**src/rtl/hhmm_alarm_clock_top_assert.svh**
```systemverilog
// Assertion macros for the HHMM alarm clock RTL.
// Requires clk and rst_n in the scope of each use.
`ifndef HHMM_ALARM_CLOCK_TOP_ASSERT_SVH
`define HHMM_ALARM_CLOCK_TOP_ASSERT_SVH
`ifndef SYNTHESIS
`define HHMM_ASSERT_IMP(lbl, ante, cons) \
  lbl: assert property (@(posedge clk) disable iff (!rst_n) (ante) |-> (cons)) \
    else $error("hhmm assertion failed");
`define HHMM_ASSERT_NXT(lbl, ante, cons) \
  lbl: assert property (@(posedge clk) disable iff (!rst_n) (ante) |=> (cons)) \
    else $error("hhmm assertion failed");
`else
`define HHMM_ASSERT_IMP(lbl, ante, cons)
`define HHMM_ASSERT_NXT(lbl, ante, cons)
`endif
`endif

```
**src/rtl/hhmm_pkg.sv**
```systemverilog
// Shared types, codes and BCD time helpers for the HHMM alarm clock.
// No dependencies.
`default_nettype none
package hhmm_pkg;

  localparam logic [1:0] REQ_MIN  = 2'd0;
  localparam logic [1:0] REQ_BEEP = 2'd1;
  localparam logic [1:0] REQ_POLL = 2'd2;

  localparam logic [1:0] CFG_TPM    = 2'd0;
  localparam logic [1:0] CFG_BEEPON = 2'd1;
  localparam logic [1:0] CFG_PERIOD = 2'd2;
  localparam logic [1:0] CFG_THRESH = 2'd3;

  localparam logic [3:0]  TPM_RST    = 4'd12;
  localparam logic [10:0] BEEPON_RST = 11'd1000;
  localparam logic [10:0] PERIOD_RST = 11'd2000;
  localparam logic [11:0] THRESH_RST = 12'd4095;

  typedef struct packed {
    logic [1:0] ht;
    logic [3:0] hu;
    logic [2:0] mt;
    logic [3:0] mu;
  } bcd_t;

  localparam bcd_t ALARM_RST = '{ht: 2'd0, hu: 4'd7, mt: 3'd1, mu: 4'd5};

  typedef struct packed {
    logic [3:0]  tpm;
    logic [10:0] beep_on;
    logic [10:0] period;
    logic [11:0] thresh;
  } cfg_t;

  typedef struct packed {
    logic [1:0]  kind;
    logic        view;
    logic        hour;
    logic        minute;
    logic        clear;
    logic [11:0] light;
  } req_t;

  typedef struct packed {
    logic speaker;
    logic sounding;
    logic view;
    bcd_t shown;
  } stat_t;

  function automatic bcd_t hour_inc(bcd_t v);
    bcd_t r;
    r = v;
    if (v.hu == 4'd9) begin
      r.hu = 4'd0;
      r.ht = v.ht + 2'd1;
    end else begin
      r.hu = v.hu + 4'd1;
    end
    return r;
  endfunction

  function automatic logic is_h23(bcd_t v);
    return (v.ht == 2'd2) && (v.hu == 4'd3);
  endfunction

  function automatic bcd_t next_minute(bcd_t v);
    bcd_t r;
    r = v;
    if (is_h23(v) && v.mt == 3'd5 && v.mu == 4'd9) begin
      r = '0;
    end else if (v.mu == 4'd9) begin
      r.mu = 4'd0;
      if (v.mt == 3'd5) begin
        r.mt = 3'd0;
        r    = hour_inc(r);
      end else begin
        r.mt = v.mt + 3'd1;
      end
    end else begin
      r.mu = v.mu + 4'd1;
    end
    return r;
  endfunction

  function automatic bcd_t clk_hour(bcd_t v);
    bcd_t r;
    r = v;
    if (is_h23(v)) begin
      r.ht = 2'd0;
      r.hu = 4'd0;
    end else begin
      r = hour_inc(v);
    end
    return r;
  endfunction

  function automatic bcd_t alm_hour(bcd_t v);
    return is_h23(v) ? bcd_t'('0) : hour_inc(v);
  endfunction

  // active-low gfedcba
  function automatic logic [6:0] seg7(logic [3:0] d);
    logic [6:0] s;
    case (d)
      4'd0:    s = 7'h40;
      4'd1:    s = 7'h79;
      4'd2:    s = 7'h24;
      4'd3:    s = 7'h30;
      4'd4:    s = 7'h19;
      4'd5:    s = 7'h12;
      4'd6:    s = 7'h02;
      4'd7:    s = 7'h78;
      4'd8:    s = 7'h00;
      4'd9:    s = 7'h18;
      default: s = 7'h7F;
    endcase
    return s;
  endfunction

endpackage
`default_nettype wire

```
**src/rtl/hhmm_alarm_clock_top.sv**
```systemverilog
// HHMM alarm clock: request/result stream top level with config registers.
// Depends on hhmm_pkg, hhmm_core and hhmm_disp.
//
// Use: each request on the in_ stream is a minute tick, a beep tick or a
// button/light poll (in_tuser). Every request yields exactly one result on
// the out_ stream carrying the state after that request: speaker level,
// alarm flag, view, shown HHMM value, its four digits and 7-segment codes.
// A request accepted on in_ waits in the request register; its result is
// then registered in out_tdata once the output register is free. Throughput:
// one request per cycle while out_tready is high; core state updates with it.
// The request register is refilled while a result waits, so one request is
// held when the receiver stalls; in_tready drops only when both are full.
// Reset (rst_n low, synchronous): clock 0000, alarm 0715, alarm view shown,
// alarm silent, prescaler and beep counter zero, config at its defaults.
// Config writes (cfg_we) take effect at once; issue them only when idle.
`default_nettype none
module hhmm_alarm_clock_top (
  input  wire logic        clk,
  input  wire logic        rst_n,
  input  wire logic        in_tvalid,
  output logic             in_tready,
  input  wire logic [15:0] in_tdata,  // view, hour, minute, clear, light[11:0]
  input  wire logic [1:0]  in_tuser,  // req_type
  output logic             out_tvalid,
  input  wire logic        out_tready,
  output logic [55:0]      out_tdata, // speaker, sounding, showing_alarm,
                                      // shown_value[11:0], d_thousands[1:0],
                                      // d_hundreds[3:0], d_tens[2:0],
                                      // d_ones[3:0], segments_n[27:0]
  input  wire logic        cfg_we,
  input  wire logic [1:0]  cfg_addr,
  input  wire logic [11:0] cfg_wdata
);

  hhmm_pkg::cfg_t  cfg_r;
  hhmm_pkg::req_t  rq_r;
  hhmm_pkg::stat_t stat;
  logic            in_valid_r;
  logic            out_valid_r;
  logic [55:0]     out_data_r, out_data_nxt;
  logic            advance;
  logic [11:0]     value;
  logic [27:0]     segs_n;

  always_ff @(posedge clk) begin
    if (!rst_n) begin
      cfg_r.tpm     <= hhmm_pkg::TPM_RST;
      cfg_r.beep_on <= hhmm_pkg::BEEPON_RST;
      cfg_r.period  <= hhmm_pkg::PERIOD_RST;
      cfg_r.thresh  <= hhmm_pkg::THRESH_RST;
    end else if (cfg_we) begin
      unique case (cfg_addr)
        hhmm_pkg::CFG_TPM:    cfg_r.tpm     <= cfg_wdata[3:0];
        hhmm_pkg::CFG_BEEPON: cfg_r.beep_on <= cfg_wdata[10:0];
        hhmm_pkg::CFG_PERIOD: cfg_r.period  <= cfg_wdata[10:0];
        hhmm_pkg::CFG_THRESH: cfg_r.thresh  <= cfg_wdata;
        default: ;
      endcase
    end
  end

  assign advance   = in_valid_r && (!out_valid_r || out_tready);
  assign in_tready = !in_valid_r || advance;

  always_ff @(posedge clk) begin
    if (!rst_n) begin
      in_valid_r <= 1'b0;
    end else if (in_tready) begin
      in_valid_r <= in_tvalid;
    end
  end

  always_ff @(posedge clk) begin
    if (in_tready && in_tvalid) begin
      rq_r <= '{kind: in_tuser, view: in_tdata[0], hour: in_tdata[1],
                minute: in_tdata[2], clear: in_tdata[3], light: in_tdata[15:4]};
    end
  end

  hhmm_core u_core (
    .clk   (clk),
    .rst_n (rst_n),
    .upd   (advance),
    .rq    (rq_r),
    .cfg   (cfg_r),
    .stat  (stat)
  );

  hhmm_disp u_disp (
    .t      (stat.shown),
    .value  (value),
    .segs_n (segs_n)
  );

  assign out_data_nxt = {segs_n, stat.shown.mu, stat.shown.mt, stat.shown.hu,
                         stat.shown.ht, value, stat.view, stat.sounding, stat.speaker};

  always_ff @(posedge clk) begin
    if (!rst_n) begin
      out_valid_r <= 1'b0;
    end else if (advance) begin
      out_valid_r <= 1'b1;
    end else if (out_tready) begin
      out_valid_r <= 1'b0;
    end
  end

  always_ff @(posedge clk) begin
    if (advance) begin
      out_data_r <= out_data_nxt;
    end
  end

  assign out_tvalid = out_valid_r;
  assign out_tdata  = out_data_r;

endmodule
`default_nettype wire

```
**src/rtl/hhmm_core.sv**
```systemverilog
// Clock, alarm, prescaler and beeper state with per-request update logic.
// Depends on hhmm_pkg and hhmm_alarm_clock_top_assert.svh.
`default_nettype none
`include "hhmm_alarm_clock_top_assert.svh"
module hhmm_core (
  input  wire logic          clk,
  input  wire logic          rst_n,
  input  wire logic          upd,
  input  wire hhmm_pkg::req_t rq,
  input  wire hhmm_pkg::cfg_t cfg,
  output hhmm_pkg::stat_t    stat
);

  hhmm_pkg::bcd_t clk_r, clk_nxt, alm_r, alm_nxt;
  logic           view_r, view_nxt;
  logic           snd_r, snd_nxt;
  logic           spk_r, spk_nxt;
  logic [3:0]     pre_r, pre_nxt;
  logic [10:0]    beep_r, beep_nxt;

  always_comb begin
    hhmm_pkg::bcd_t tgt;
    logic [11:0]    bc1;
    clk_nxt  = clk_r;
    alm_nxt  = alm_r;
    view_nxt = view_r;
    snd_nxt  = snd_r;
    spk_nxt  = spk_r;
    pre_nxt  = pre_r;
    beep_nxt = beep_r;
    tgt      = clk_r;
    bc1      = {1'b0, beep_r} + 12'd1;
    unique case (rq.kind)
      hhmm_pkg::REQ_MIN: begin
        if (pre_r >= cfg.tpm) begin
          clk_nxt = hhmm_pkg::next_minute(clk_r);
          pre_nxt = 4'd1;
        end else begin
          pre_nxt = pre_r + 4'd1;
        end
      end
      hhmm_pkg::REQ_BEEP: begin
        if (snd_r) begin
          if (beep_r < cfg.beep_on) spk_nxt = ~spk_r;
          beep_nxt = (bc1 >= {1'b0, cfg.period}) ? 11'd0 : bc1[10:0];
        end
      end
      hhmm_pkg::REQ_POLL: begin
        view_nxt = view_r ^ rq.view;
        tgt      = view_nxt ? alm_r : clk_r;
        if (rq.hour) tgt = view_nxt ? hhmm_pkg::alm_hour(tgt) : hhmm_pkg::clk_hour(tgt);
        if (rq.minute) tgt = hhmm_pkg::next_minute(tgt);
        if (rq.clear) tgt = '0;
        if (view_nxt) alm_nxt = tgt;
        else          clk_nxt = tgt;
        if (clk_nxt == alm_nxt) snd_nxt = 1'b1;
        if (rq.light < cfg.thresh) snd_nxt = 1'b0;
      end
      default: ;
    endcase
  end

  always_ff @(posedge clk) begin
    if (!rst_n) begin
      clk_r  <= '0;
      alm_r  <= hhmm_pkg::ALARM_RST;
      view_r <= 1'b1;
      snd_r  <= 1'b0;
      spk_r  <= 1'b0;
      pre_r  <= 4'd0;
      beep_r <= 11'd0;
    end else if (upd) begin
      clk_r  <= clk_nxt;
      alm_r  <= alm_nxt;
      view_r <= view_nxt;
      snd_r  <= snd_nxt;
      spk_r  <= spk_nxt;
      pre_r  <= pre_nxt;
      beep_r <= beep_nxt;
    end
  end

  assign stat.speaker  = spk_nxt;
  assign stat.sounding = snd_nxt;
  assign stat.view     = view_nxt;
  assign stat.shown    = view_nxt ? alm_nxt : clk_nxt;

  `HHMM_ASSERT_NXT(a_snd_rise, !snd_r && !(upd && rq.kind == hhmm_pkg::REQ_POLL), !snd_r)
  `HHMM_ASSERT_NXT(a_spk_hold, !(upd && rq.kind == hhmm_pkg::REQ_BEEP && snd_r), spk_r == $past(spk_r))
  `HHMM_ASSERT_IMP(a_clk_bcd, 1'b1, clk_r.mt <= 3'd5 && clk_r.mu <= 4'd9 && clk_r.hu <= 4'd9)
  `HHMM_ASSERT_IMP(a_alm_bcd, 1'b1, alm_r.mt <= 3'd5 && alm_r.mu <= 4'd9 && alm_r.hu <= 4'd9)

endmodule
`default_nettype wire

```
**src/rtl/hhmm_disp.sv**
```systemverilog
// Display encoder: BCD time to binary HHMM value, digits and segment codes.
// Depends on hhmm_pkg.
`default_nettype none
module hhmm_disp (
  input  wire hhmm_pkg::bcd_t t,
  output logic [11:0]       value,
  output logic [27:0]       segs_n
);

  assign value = 12'(t.ht) * 12'd1000 + 12'(t.hu) * 12'd100
               + 12'(t.mt) * 12'd10 + 12'(t.mu);

  assign segs_n = {hhmm_pkg::seg7({2'b00, t.ht}), hhmm_pkg::seg7(t.hu),
                   hhmm_pkg::seg7({1'b0, t.mt}), hhmm_pkg::seg7(t.mu)};

endmodule
`default_nettype wire

```
**config.mk**
```make
export PLATFORM = sky130hd
export DESIGN_NAME = hhmm_alarm_clock_top
export DESIGN_NICKNAME = d
export VERILOG_FILES = /design/src/rtl/hhmm_pkg.sv /design/src/rtl/hhmm_alarm_clock_top.sv /design/src/rtl/hhmm_core.sv /design/src/rtl/hhmm_disp.sv
export VERILOG_INCLUDE_DIRS = /design/src /design/src/rtl
export SDC_FILE = /design/constraint.sdc
export NUM_CORES = 1
export LEC_CHECK = 0
export ABC_AREA = 1
export BUFFER_PORTS_ARGS = -buffer_cell sky130_fd_sc_hd__buf_2
export CORE_UTILIZATION = 50
export CTS_BUF_LIST = sky130_fd_sc_hd__clkbuf_2 sky130_fd_sc_hd__clkbuf_4 sky130_fd_sc_hd__clkbuf_8
export CTS_CLUSTER_SIZE = 14
export DETAILED_ROUTE_END_ITERATION = 7
export PLACE_DENSITY = 0.66
export REMOVE_ABC_BUFFERS = 1
export SLEW_MARGIN = 10
export SYNTH_ARGS = -nofsm -noshare
export SYNTH_HDL_FRONTEND = slang
export SYNTH_SLANG_ARGS = --single-unit
```
**constraint.sdc**
```tcl
create_clock -name clk -period 17.25 [get_ports clk]
set_input_delay 0.8625 -clock clk [delete_from_list [all_inputs] [get_ports clk]]
set_output_delay 0.8625 -clock clk [all_outputs]
set_load 0.01 [all_outputs]
```
* Word level (Yosys, flattened, before mapping)
Memories as Yosys holds them, arrays and structs flattened. A register that Yosys moved wholly into a read port is not among the register bits.
Cells that the tools add are included.
Widths: inputs -> output; s select.
** Storage, ports and cells
- Register bits after elaboration :: 158
- Output and inout port bits :: 58
- Bits in read-only memories :: 280
- Logic and storage cells :: 142
- Bits of input ports :: 37
- Memories :: 3
** Memories
- (no name shown) :: words 16, width 7, read ports 1, clocked after Yosys merged registers in 1, wr ports 0, line hhmm_pkg.sv:106 : case (d)
- (no name shown) :: words 16, width 7, read ports 1, clocked after Yosys merged registers in 1, wr ports 0, line hhmm_pkg.sv:106
- (no name shown) :: words 8, width 7, read ports 1, clocked after Yosys merged registers in 1, wr ports 0, line hhmm_pkg.sv:106
** Operators by class
- $add $sub $neg :: 15
- Multipliers :: 3
- Eq/ne operators :: 22
- Reductions and logical operators :: 23
- Muxes and demuxes :: 44
- Bitwise operators :: 2
- Magnitude comparators :: 4
** Operator list (count)
- $mux 13 :: 16
- $pmux 7 s4 :: 1
- $pmux 13 s2 :: 1
- $add 4x1->4 const B :: 6
- $mux 4 :: 6
- $eq 4x4->1 const B :: 5
- $mux 6 :: 3
- $mux 9 :: 2
- $eq 2x2->1 const B :: 8
- $eq 13x13->1 :: 1
- $add 11x1->12 const B :: 1
- $add 12x11->12 :: 1
- $add 12x4->12 :: 1
- $add 12x7->12 :: 1
- $eq 4x2->1 const B :: 3
- $ge 12x11->1 :: 1
- $lt 12x12->1 :: 1
- $lt 11x11->1 :: 1
- $mux 11 :: 1
- $reduce_and 2->1 :: 5
- $logic_and 1x1->1 :: 9
- $mul 2x7->9 const B :: 1
- $mul 4x5->9 const B :: 1
- $mux 1 :: 9
- 15 further kinds :: 28

* Longest topological paths before layout
Gate-level depths: netlist of run 1.
- Word-level depth :: 23
- Mapped depth :: 45
- Mapped depth without buffers :: 44

* Hierarchy
A second synthesis of run 1 with hierarchy kept.
** Unflattened totals
- Cell total of the unflattened synthesis :: 1381
- Area total of the unflattened synthesis :: 10445.0 µm²
** Modules (own cells, without submodules)
- hhmm_core :: area an instance 5064.9 µm², instances 1, cells each 867
- hhmm_alarm_clock_top :: area an instance 3803.6 µm², instances 1, cells each 286
- hhmm_disp :: area an instance 1576.5 µm², instances 1, cells each 228

* Least setup slack after synthesis of run 1
Ideal clock, no wire load.
- Path kind :: register to register
- Start point :: reg rq_r[15] in the netlist's numbering
- End point :: reg out_data_r[14] (netlist: out_tdata[14]) (data pin)
- Clock period less this slack :: 6.303 ns
- Slack :: 10.947 ns
- Arrival time :: 6.041 ns
- Cell stages (with the launch flop) :: 42
- Data required time :: 16.988 ns
- Setup time :: 0.262 ns
- Path through :: edfxtp_1 -> inv_2 -> nand2_4 -> nand2_4 -> buf_2 -> nand2_1 -> o21ai_0 -> inv_1 -> ha_1 -> nand2_1 -> inv_1 -> nand3_1 -> nand3_1 -> a21oi_1 -> ha_1 -> nand2_1 -> inv_1 -> nand2_1 -> (+6 left out) -> nand2_1 -> o211ai_1 -> o21ai_0 -> inv_1 -> fa_1 -> inv_1 -> fa_1 -> inv_1 -> ha_1 -> inv_1 -> fa_1 -> o21ai_0 -> a21oi_1 -> nor2_1 -> nor2_1 -> o21ai_0 -> a21oi_1 -> xor2_1
** RTL lines
- from (decl) :: line hhmm_alarm_clock_top.sv:36 : hhmm_pkg::req_t rq_r;
- from (signal assigned) :: line hhmm_alarm_clock_top.sv:75 : rq_r <= '{kind: in_tuser, view: in_tdata[0], hour: in_tdata[1],
- to (signal assigned) :: line hhmm_alarm_clock_top.sv:110 : out_data_r <= out_data_nxt;
- to (decl) :: line hhmm_alarm_clock_top.sv:40 : logic [55:0] out_data_r, out_data_nxt;

==> impl_metrics.csv, run 1 <==
group,metric,value,unit
timing,period_minus_slack,7.303,ns
floorplan,initial_core_util,51.10,%
floorplan,rows,51,
grt,antenna_found_initial,0,
clock_network,clock-sinks,155,
timing,final_max_slew_viol_count,0,
clock_network,cts_buffers,17,
synthesis,ys_types,58,
grt,grt_max_degree,88,
route,ant_nets,0,
route,drt-pass1-iter-count,6,
flow_run,drv_cap,0,
synthesis,postSynth.asyncResetShare,0,%
timing,fin_skew,0.01072,ns
final_layout,fill_cells,1769,
grt,grt_pass1_wl,37.81,mm
synthesis,synth_edf_count,71,
final_layout,drive_gt1_share,13.55,%
synthesis,syn-instance-count,1245,
synthesis,synth_area,9946,um2
power,pwr_density_cell,101.5,nW/um2
worst_setup_path,crit_end,"out_tdata[14]",
clock_network,post_cts_buffers,0,
worst_setup_path,critPathMostFrequentCell,"inv_1",
grt,groute.usage.overall,23.63,%
synthesis,synth-xor-area-share,2.290,%
worst_setup_path,start_kind,"register",
timing,fin_tns_setup,0,ns
worst_setup_path,reg2reg_depth,40,
synthesis,synth_top_area_share,21.44,%
placed_design,placed_cells,1576,
grt,overflow,0,
timing,tightest_slew,0.9783,ns
placed_design,port_buffers,93,
clock_network,cts-hold-fix-buffers,0,
worst_setup_path,required,17.45,ns
synthesis,syn_avg_cell_area,7.989,um2
clock_network,path_clk_slew,0.09,ns
floorplan,core,19460,um2
synthesis,synth_common_cells,"nand2_1, inv_1, o21ai_0",
timing,setup_viol,0,
route,wire_per_inst,14.07,um
worst_setup_path,critPathMaxStageDelay,0.57,ns
floorplan,die_x,143.0,um
synthesis,synthAdderAreaFrac,14.82,%
synthesis,synthTopCellsByArea,"edfxtp_1, dfxtp_1, ha_1",
final_layout,nNetsFinal,1480,
worst_setup_path,worstReg2RegEnd,"out_tdata[14]",
final_layout,diodes,0,
clock_network,clock_tree.buffer_depth,2,
clock_network,cts_resized,0,
floorplan,dieArea,20460,um2
synthesis,synth_most_common_cell,"nand2_1",
clock_network,clk_latency,0.46,ns
power,leakage,5.506,nW
min_path,hp-class,"reg2reg",
worst_setup_path,path_class,"reg2reg",
synthesis,ys_warn_count,0,
clock_network,htree_num_levels,4,
timing,timing.slew.headroom,34.78,%
floorplan,ios,95,
worst_setup_path,r2r-start,"rq_r[15]",
route,drc,0,
route,wirelength,22.62,mm
synthesis,synth_top_area_cell,"edfxtp_1",
final_layout,multi_input_area,5235,um2
power,ir_worst_vdd,48.77,uV
synthesis,seq_area_frac_synth,38.34,%
route,drtIter0Drc,641,
worst_setup_path,crit_path_top_delay_cell,"fa_1",
synthesis,synth-compound-area-share,15.50,%
placed_design,hpwl,17.22,mm
timing,hold_viol,0,
worst_setup_path,r2r_slack,9.95,ns
final_layout,area_growth,11.62,%
timing,timing.final.crit_share,42.34,%
final_layout,post_layout_nonfiller_instances,1608,
grt,grt_pass1_vias,7574,
worst_setup_path,cp-startpoint,"rq_r[15]",
synthesis,synth_top_family_by_area,"simple AND/OR/NAND/NOR gates",
timing,timing.fmax,136.9,MHz
worst_setup_path,path_max_fanout,43,
synthesis,ys_seq_elements,155,
synthesis,synth.mux.area_fraction,0,%
timing,rsz0062_at_grt,"false",
outcome,status,"completed",
synthesis,synthSimpleGateAreaFrac,19.93,%
worst_setup_path,cp.arrival,7.50,ns
final_layout,seq_area,3814,um2
route,drt-vias-per-instance,5.214,
clock_network,clockRootBuffer,"clkbuf_8",
clock_network,cts_tree,"done",
route,vias,8384,
worst_setup_path,endpoint_kind,"register",
synthesis,synthFlopType,"dfxtp_1",
floorplan,die_h,143.0,um
placed_design,place_congestion,0.8778,
layer usage:
layer	wire length (um)	part of all wire [%]	global-route usage (%)	vias up
met2	9711	43	36.17	244
met5	0	0	0	-
li1	-	-	-	4304
met4	270	1.2	6.338	0
met3	1357	6.0	3.387	23
met1	11280	50	34.56	3813
logic make-up after synthesis:
| logic type | after synthesis |
|---|---|
| adder cells (fa/ha/maj) | 113 |
| AO/OA/AOI/OAI | 270 |
| buffers and inverters | 236 |
| flip-flops | 155 |
| other | 1 |
| AND/OR/NAND/NOR | 444 |
| XOR/XNOR | 26 |
power breakdown:
part	internal, W	leakage, nW	switching [W]	total (W)
Combinational	0.000140	3.93	0.000230	0.000370
Sequential	0.000438	1.36	0.0000139	0.000451
Clock	0.000160	0.210	0.000145	0.000305
worst min-delay path by stage:
stage | startpoint | end | slack [ns] | depth (start not counted)
2_1_floorplan | cfg_r[13] | cfg_r[13] | 0.43 | 2
3_3_place_gp | cfg_r[25] | cfg_r[25] | 0.46 | 2
3_5_place_dp | cfg_r[27] | cfg_r[27] | 0.47 | 2
4_1_cts | cfg_r[25] | cfg_r[25] | 0.48 | 2
5_1_grt | cfg_r[24] | cfg_r[24] | 0.51 | 2
6_report | cfg_r[14] | cfg_r[14] | 0.48 | 2
per-stage QoR:
| step | total power (W) | utilization, % | worst slack (ns) | hold WS, ns | cell area (um2) |
|---|---|---|---|---|---|
| 2_1_floorplan | 0.0007232 | - | 10.89 | 0.4347 | 9789 |
| 3_3_place_gp | 0.0008203 | 54.81 | 10.29 | 0.4560 | 10670 |
| 3_5_place_dp | 0.0008275 | 54.81 | 10.04 | 0.4676 | 10670 |
| 4_1_cts | 0.001135 | 57.04 | 9.967 | 0.4818 | 11100 |
| 5_1_grt | 0.001210 | 57.04 | 9.179 | 0.5085 | 11100 |
| 6_report | 0.001127 | 57.04 | 9.947 | 0.4769 | 11100 |
layout make-up:
class	count	share of cell area [%]
repair buffers	103	4.869
multi-input cells	854	47.15
well taps	265	2.987
flip-flops and latches	155	34.35
inverters	199	6.728
clock buffers	18	2.175
clock inverters	14	1.736
state kept, by name, indices dropped and copies added, names as in the netlist:
signal         cells
cfg_r             38
in_valid_r         1
out_tdata         53
out_tvalid         1
rq_r              18
u_core.alm_r      13
u_core.beep_r     11
u_core.clk_r      13
u_core.pre_r       4
u_core.snd_r       1
u_core.spk_r       1
u_core.view_r      1
cell usage in the layout, fill, tap and decap left out, types with 4 or more instances in the layout:
| master | netlist | layout |
|---|---|---|
| a21oi_1 | 80 | 80 |
| nand2_2 | 10 | 10 |
| nand4_1 | 13 | 13 |
| inv_1 | 188 | 188 |
| nor2_1 | 66 | 66 |
| nor3_1 | 8 | 7 |
| nand2_1 | 251 | 251 |
| o21ai_1 | 8 | 8 |
| fa_1 | 8 | 8 |
| dfxtp_1 | 84 | 84 |
| nand3_1 | 68 | 68 |
| inv_2 | 9 | 10 |
| ha_1 | 105 | 105 |
| buf_4 | 4 | 10 |
| clkbuf_8 | 0 | 17 |
| o21ai_0 | 117 | 117 |
| o211ai_1 | 30 | 30 |
| nand2_4 | 5 | 5 |
| edfxtp_1 | 71 | 71 |
| buf_2 | 2 | 93 |
| or2_2 | 6 | 6 |
| o22ai_1 | 5 | 5 |
| xor2_1 | 24 | 24 |
| bufinv_16 | 0 | 4 |
worst max-delay path: cells and delay by family (launching register included):
kind            cells  cell delay, ns
buf+inv             9            0.84
xor+xnor            1            0.14
simple gates       16            1.81
compound gates      8            1.72
flops               1            0.47
fa+ha+maj           6            2.03
No activity file was read; power rests on OpenSTA's default activity.
==> run 2: changes to the inputs <==
- PLACE_DENSITY: 0.66 -> 0.69
- clock period: 17.25 -> 6.58 ns (I/O delays scaled with it)
==> run 2 against run 1 <==
Critical path depth unchanged. Clock-buffer cell count increased by 1. Hold slack got worse by 0.44 ns. Global-route usage is 0.57 points higher. Final cell count up 2.2%. Sequential share of layout area shrank 1.3 points. Sequential power rose to 2.6 times the previous value.
==> impl_metrics.csv, run 2 (same netlist as run 1, synthesis figures left out) <==
group,metric,value,unit
outcome,status,"completed",
timing,timing.fmax,163.3,MHz
grt,grt_pass1_vias,7834,
route,drc,0,
timing,hold_ws,0.03252,ns
power,pwr_density_cell,267.1,nW/um2
power,leakage,5.696,nW
clock_network,htree_num_levels,4,
min_path,hp-class,"in2reg",
timing,timing.slew.headroom,34.09,%
floorplan,dieArea,20460,um2
floorplan,die_x,143.0,um
power,ir_worst_vdd,150.6,uV
floorplan,initial_core_util,51.10,%
route,vias,8480,
final_layout,layout_commonest_cell,"nand2_1",
final_layout,fill_cells,1740,
grt,overflow,0,
timing,final_max_slew_viol_count,0,
worst_setup_path,critPathMaxStageDelay,0.48,ns
clock_network,clockRootBuffer,"clkbuf_8",
worst_setup_path,path_class,"reg2reg",
worst_setup_path,cp.arrival,6.33,ns
grt,antenna_found_initial,0,
worst_setup_path,endpoint_kind,"register",
clock_network,cts_buffers,17,
route,wirelength,23.32,mm
timing,fin_skew,0.01331,ns
worst_setup_path,start_kind,"register",
final_layout,area_growth,15.96,%
clock_network,clk_latency,0.46,ns
clock_network,clock-sinks,155,
grt,grt_pass1_wl,38.66,mm
placed_design,hpwl,17.22,mm
worst_setup_path,required,6.79,ns
final_layout,multi_input_area,5404,um2
timing,setup_viol,0,
worst_setup_path,crit_path_top_delay_cell,"fa_1",
clock_network,path_clk_slew,0.09,ns
route,drtIter0Drc,610,
route,drt-vias-per-instance,5.161,
route,ant_nets,0,
clock_network,cts_tree,"done",
grt,grt_max_degree,88,
final_layout,diodes,0,
final_layout,drive_gt1_share,17.85,%
final_layout,seq_area,3815,um2
timing,hold_viol,0,
floorplan,rows,51,
worst_setup_path,path_max_fanout,14,
flow_run,drv_cap,0,
timing,tightest_slew,0.9887,ns
timing,period_minus_slack,6.124,ns
worst_setup_path,critPathMostFrequentCell,"inv_1",
floorplan,core,19460,um2
final_layout,nNetsFinal,1515,
route,drt-pass1-iter-count,5,
clock_network,clock_tree.buffer_depth,2,
route,wire_per_inst,14.19,um
grt,groute.usage.overall,24.20,%
floorplan,die_h,143.0,um
final_layout,largest_reg_flops,53,
timing,timing.final.crit_share,93.07,%
placed_design,port_buffers,93,
floorplan,ios,95,
final_layout,final_cell_mix,"nand2_1, inv_1, o21ai_0",
timing,fin_tns_setup,0,ns
placed_design,place_congestion,0.8855,
## run 2: worst max-delay path, delay by kind of cell (launching register included)
family          cells  cell delay (ns)
fa+ha+maj           7             2.12
compound gates      9             1.23
simple gates       14             1.20
buf+inv             9             0.80
xor+xnor            1             0.14
flops               1             0.41
## run 2: report_power, final
group | switching, W | internal [W] | total [W] | leakage [nW]
sequential | 0.0000347 | 0.00115 | 0.00118 | 1.36
clock | 0.000379 | 0.000388 | 0.000767 | 0.207
combinational | 0.000663 | 0.000468 | 0.00113 | 4.13
total | 0.00108 | 0.00200 | 0.00308 | 5.70
## run 2: final timing paths
check / start / slack [ns] / cells after the start / endpoint
min: in_tdata[3] / 0.03 / 1 / rq_r[12]
max: rq_r[15] / 0.46 / 40 / out_tdata[14]
max reg2reg: rq_r[15] / 0.46 / 40 / out_tdata[14]
min reg2reg: cfg_r[25] / 0.47 / 2 / cfg_r[25]
## run 2: cell type report
class / count / share of cell area, %
well taps: 265 / 2.875
clock buffers: 19 / 2.159
flip-flops and latches: 155 / 33.08
multi-input cells: 854 / 46.85
inverters: 199 / 6.476
repair buffers: 138 / 7.095
clock inverters: 13 / 1.465
## run 2: per-layer routing
layer	wire length [um]	vias to the layer above	global-route usage (%)
met5	0	-	0
met4	355	0	6.848
met3	1321	25	4.259
met2	10270	242	37.25
met1	11370	3840	34.58
li1	-	4373	-
## run 2: through the flow
| stage | total power (W) | std cells | worst slack [ns] | utilization, % | cell area, um2 |
|---|---|---|---|---|---|
| global route | 0.003298 | 1643 | -0.08759 | 59.26 | 11530 |
| finish | 0.003080 | 1643 | 0.4561 | 59.26 | 11530 |
| CTS | 0.002967 | 1630 | 0.02829 | 57.88 | 11260 |
| global placement | 0.002178 | 1594 | 0.2281 | 55.51 | 10800 |
| detailed placement | 0.002192 | 1594 | 0.02732 | 55.51 | 10800 |
| floorplan | 0.001896 | 1208 | 0.2161 | - | 9789 |
## run 2: timing repair
| action | in CTS | in global routing |
|---|---|---|
| buffers inserted | 0 | 11 |
| pin swaps | 0 | 14 |
| setup endpoints to repair | 1 | 5 |
| endpoints found under the hold margin | 4 | 2 |
| resized for setup | 1 | 47 |
| hold buffers | 4 | 2 |
